**src/rtl/ptob_ram.sv**
```systemverilog
// Generic single-write, single-read RAM with registered read data.
module ptob_ram #(
    parameter int WIDTH = 8,
    parameter int DEPTH = 16
) (
    input  logic                     i_clk,
    input  logic                     i_we,
    input  logic [$clog2(DEPTH)-1:0] i_waddr,
    input  logic [WIDTH-1:0]         i_wdata,
    input  logic [$clog2(DEPTH)-1:0] i_raddr,
    output logic [WIDTH-1:0]         o_rdata
);
    logic [WIDTH-1:0] r_mem [DEPTH];
    logic [WIDTH-1:0] r_rdata;

    always_ff @(posedge i_clk) begin
        if (i_we) begin
            r_mem[i_waddr] <= i_wdata;
        end
        r_rdata <= r_mem[i_raddr];
    end

    assign o_rdata = r_rdata;
endmodule

```
**config.mk**
```make
export PLATFORM = sky130hd
export DESIGN_NAME = ptob_ram
export DESIGN_NICKNAME = d
export VERILOG_FILES = /design/src/rtl/ptob_ram.sv
export SDC_FILE = /design/constraint.sdc
export NUM_CORES = 1
export LEC_CHECK = 0
export BUFFER_PORTS_ARGS = -buffer_cell sky130_fd_sc_hd__buf_2
export CORE_MARGIN = 5
export CORE_UTILIZATION = 27
export CTS_CLUSTER_DIAMETER = 200
export DETAILED_ROUTE_END_ITERATION = 6
export GPL_TIMING_DRIVEN = 1
export PLACE_DENSITY_LB_ADDON = 0.15
export SYNTH_ARGS = -nofsm -noshare
export SYNTH_HDL_FRONTEND = slang
export SYNTH_SLANG_ARGS = --single-unit
export TNS_END_PERCENT = 1
```
**constraint.sdc**
```tcl
create_clock -name i_clk -period 3.95 [get_ports i_clk]
set_clock_uncertainty 0.1 [all_clocks]
set_input_delay 0.5925 -clock i_clk [delete_from_list [all_inputs] [get_ports i_clk]]
set_output_delay 0.5925 -clock i_clk [all_outputs]
set_load 0.05 [all_outputs]
```
Word level (Yosys, flattened, before mapping). Memories as Yosys holds them, arrays and structs flattened. A register that Yosys moved wholly into a read port is not among the register bits. Cells that the tools add are included.

Flip-flop bits (word level): 0. Bits in writable memories: 128. Input bits: 18. Word-level logic and storage cells: 3. Memories: 1.

Muxes and demuxes: 2.

Memory list: r_mem (depth 16, width 8, rd ports 1, clocked after Yosys merged registers in 1, write ports 1, RTL line 13) `logic [WIDTH-1:0] r_mem [DEPTH];`.

Operators with widths (number): $mux W1 (2).

Depth between registers and ports, before layout.
Depth in word-level cells: 2. Depth in mapped cells: 5. Depth with buffers taken out: 3.

Worst setup path before layout. Ideal clock, no wire load.

Kind: input to register. From: input i_waddr[2]. To: memory r_mem[0][0], enable pin. Library setup time: 0.383 ns. Arrival time: 1.702 ns. Required time: 3.467 ns. Slack: 1.765 ns. Stages on the path: 2. Buffers on the path: 0. Cells stage by stage: or3b_2 nor3_1.

RTL lines: start, declared (RTL line 8) `input logic [$clog2(DEPTH)-1:0] i_waddr,`; end, declared (RTL line 13).

Straight into the memory's write port.

==> metrics.txt <==
Post-Synthesis Cells=229; Mapped Area=0.00515 sq mm; post_cts resized=0; DR WL/cell=20.8 um; r2r worst-path depth=3; flop-to-flop setup slack=2490 ps; Hold Path Class=primary input to register; CTS Sinks=136; Num CTS Buffers=17; Worst-path clk slew=60 ps; CP startpoint kind=primary input; RR Startpoint=r_mem[3][6]$_DFFE_PP_; CTS Buffer Depth=2; DR vias/cell=4.51; # hold bufs at CTS=0; Worst slew margin=24.1%; Die X=148 um; most common cell in the netlist=edfxtp_1; Async SR Flop Fraction=0%; final net count=287; Die Ht=148 um; TritonRoute pass-1 iters=4; Placer Congestion=0.672; initial antenna violation count=0; CP required=4140 ps; # setup viols final=0; syn nets=247; crit path capture type=register; Post-synth EDFFs=128; min cycle time layout=2150 ps; Post-CTS Setup Inserts=0; sum of negative setup slack=0 ps; reg-to-reg endpoint=o_rdata[6]$_DFF_P_; htree depth=4; total power=0.00360 W; Worst EP arrival=2340 ps; RSZ-0062 raised after global routing=false; post-synth top area cell=edfxtp_1; Top FF cell, synth=edfxtp_1; Post-DP HPWL=7010 um; placed cell count=484; Clock Latency Late Sink=410 ps; final worst-path cycle share=54.5%; PD cells=580 mW/mm^2; Final Hold Fails=0; full die area=0.0219 sq mm; Critical Setup Path Class=primary input to register; Max Fclk=464 MHz; area grow syn2layout=20.7%; register area share after synthesis=77.8%; Total Wirelength=10700 um; Root Driver=clkbuf_16; Initial Util=27.4%; synthesized area per cell=22.5 sq um; core region area=0.0188 sq mm; DRC errors left=0; WHS Endpoint=r_mem[7][7]$_DFFE_PP_; Hold Path Depth=1; Antenna Nets Post-Route=0; min-delay src=i_wdata[7]; worst hold slack=466 ps; global-route wire length before repair=16200 um; Slew Limit Fails=0; Synth top area share=74.7%; Ports=26; M2 GR Usage=17.3%; M3 GR Usage=3.11%; vias in the first global route=2516; worst-path fanout max=17; largest net degree at the start of global routing=33; diodes inserted=0; top cells by area, synth=edfxtp_1 (75%), mux4_2 (7.9%), mux4_1 (7.1%), dfxtp_1 (3.1%), a22oi_1 (2.3%); GRT Max-Usage Layer=met2; Vias=2325; synth cell count leaders=edfxtp_1 (128), mux4_2 (18), a22oi_1 (16); slew of the pin with the lowest slew margin=1130 ps; share of cells above drive strength 1=28.7%; max_cap viols=0; grt total ovfl=0; Synth cell types=19; Final Instance Count excl. Fillers=516; CTS tree=yes; outcome=finished clean; VDD IR-drop max=0.233 mV; FF+latch count, synth=136; iteration-0 DRC count of the detailed router=213; Leak=2.05 nW; total track usage=10.5%; met1 GRT Util=12.7%; Core Rows=50; Port Buffers=25; Synthesis Warnings=0
## critical path, stage by stage
cell and delay (ps):
buf_2 450, buf_4 340, mux4_1 580, a22oi_1 290, nand2_1 80
## power by group
part,internal (W),total (W),switching (W)
Combinational,0.0000595,0.000175,0.000116
Clock,0.00123,0.00180,0.000571
Sequential,0.00161,0.00162,0.00000957
## per-stage QoR
step           instance area [sq um]  setup WS (ps)  utilization (%)
2_1_floorplan                   5150           1760                -
3_3_place_gp                    5520           1280             29.4
3_5_place_dp                    5520           1300             29.4
4_1_cts                         6210           1740             33.1
5_1_grt                         6210           1640             33.1
6_report                        6210           1800             33.1
## cell type report
| class | count | area (sq um) |
|---|---|---|
| clock buffers | 20 | 467 |
| clock inverters | 12 | 220 |
| fillers | 1766 | 12600 |
| multi-input cells | 83 | 1060 |
| flip-flops and latches | 136 | 4000 |
| well taps | 234 | 293 |
| repair buffers | 31 | 170 |
## cell families (layout without fill, tap and decap cells)
logic type	count (synthesis)	count (layout)	synth area share [%]
simple gates	35	35	3.18
compound gates	16	16	2.33
buf+inv	10	63	1.68
flops	136	136	77.8
mux	32	32	15.0
## worst max path at each step
stage / slack [ps] / start / endpoint / depth (start not counted)
2_1_floorplan: 1760 / i_waddr[2] / r_mem[0][0]$_DFFE_PP_ / 2
3_3_place_gp: 1280 / i_raddr[0] / o_rdata[2]$_DFF_P_ / 5
3_5_place_dp: 1300 / i_raddr[0] / o_rdata[2]$_DFF_P_ / 5
4_1_cts: 1740 / i_raddr[0] / o_rdata[2]$_DFF_P_ / 5
5_1_grt: 1640 / i_raddr[0] / o_rdata[3]$_DFF_P_ / 5
6_report: 1800 / i_raddr[0] / o_rdata[2]$_DFF_P_ / 5
## cells in the final DEF, fill, tap and decap left out, types with 4 or more instances in the layout
cell       instances
a22oi_1           16
dfxtp_1            8
nand2_1            9
nor3_1             4
buf_4              6
nor2_1            13
edfxtp_1         128
bufinv_16          6
clkbuf_16         17
buf_2             25
mux4_2            18
mux4_1            14
## layer usage
metal	share of wire, %	wire length, um	vias up
li1	-	-	1053
met1	44	4690	1226
met2	52	5580	34
met3	2.7	291	12
met4	1.7	185	0
met5	0	0	-
## registers in the layout (all words and copies together), names as in the netlist
signal,flops
o_rdata,8
r_mem,128
No activity file was read; power rests on OpenSTA's default activity.
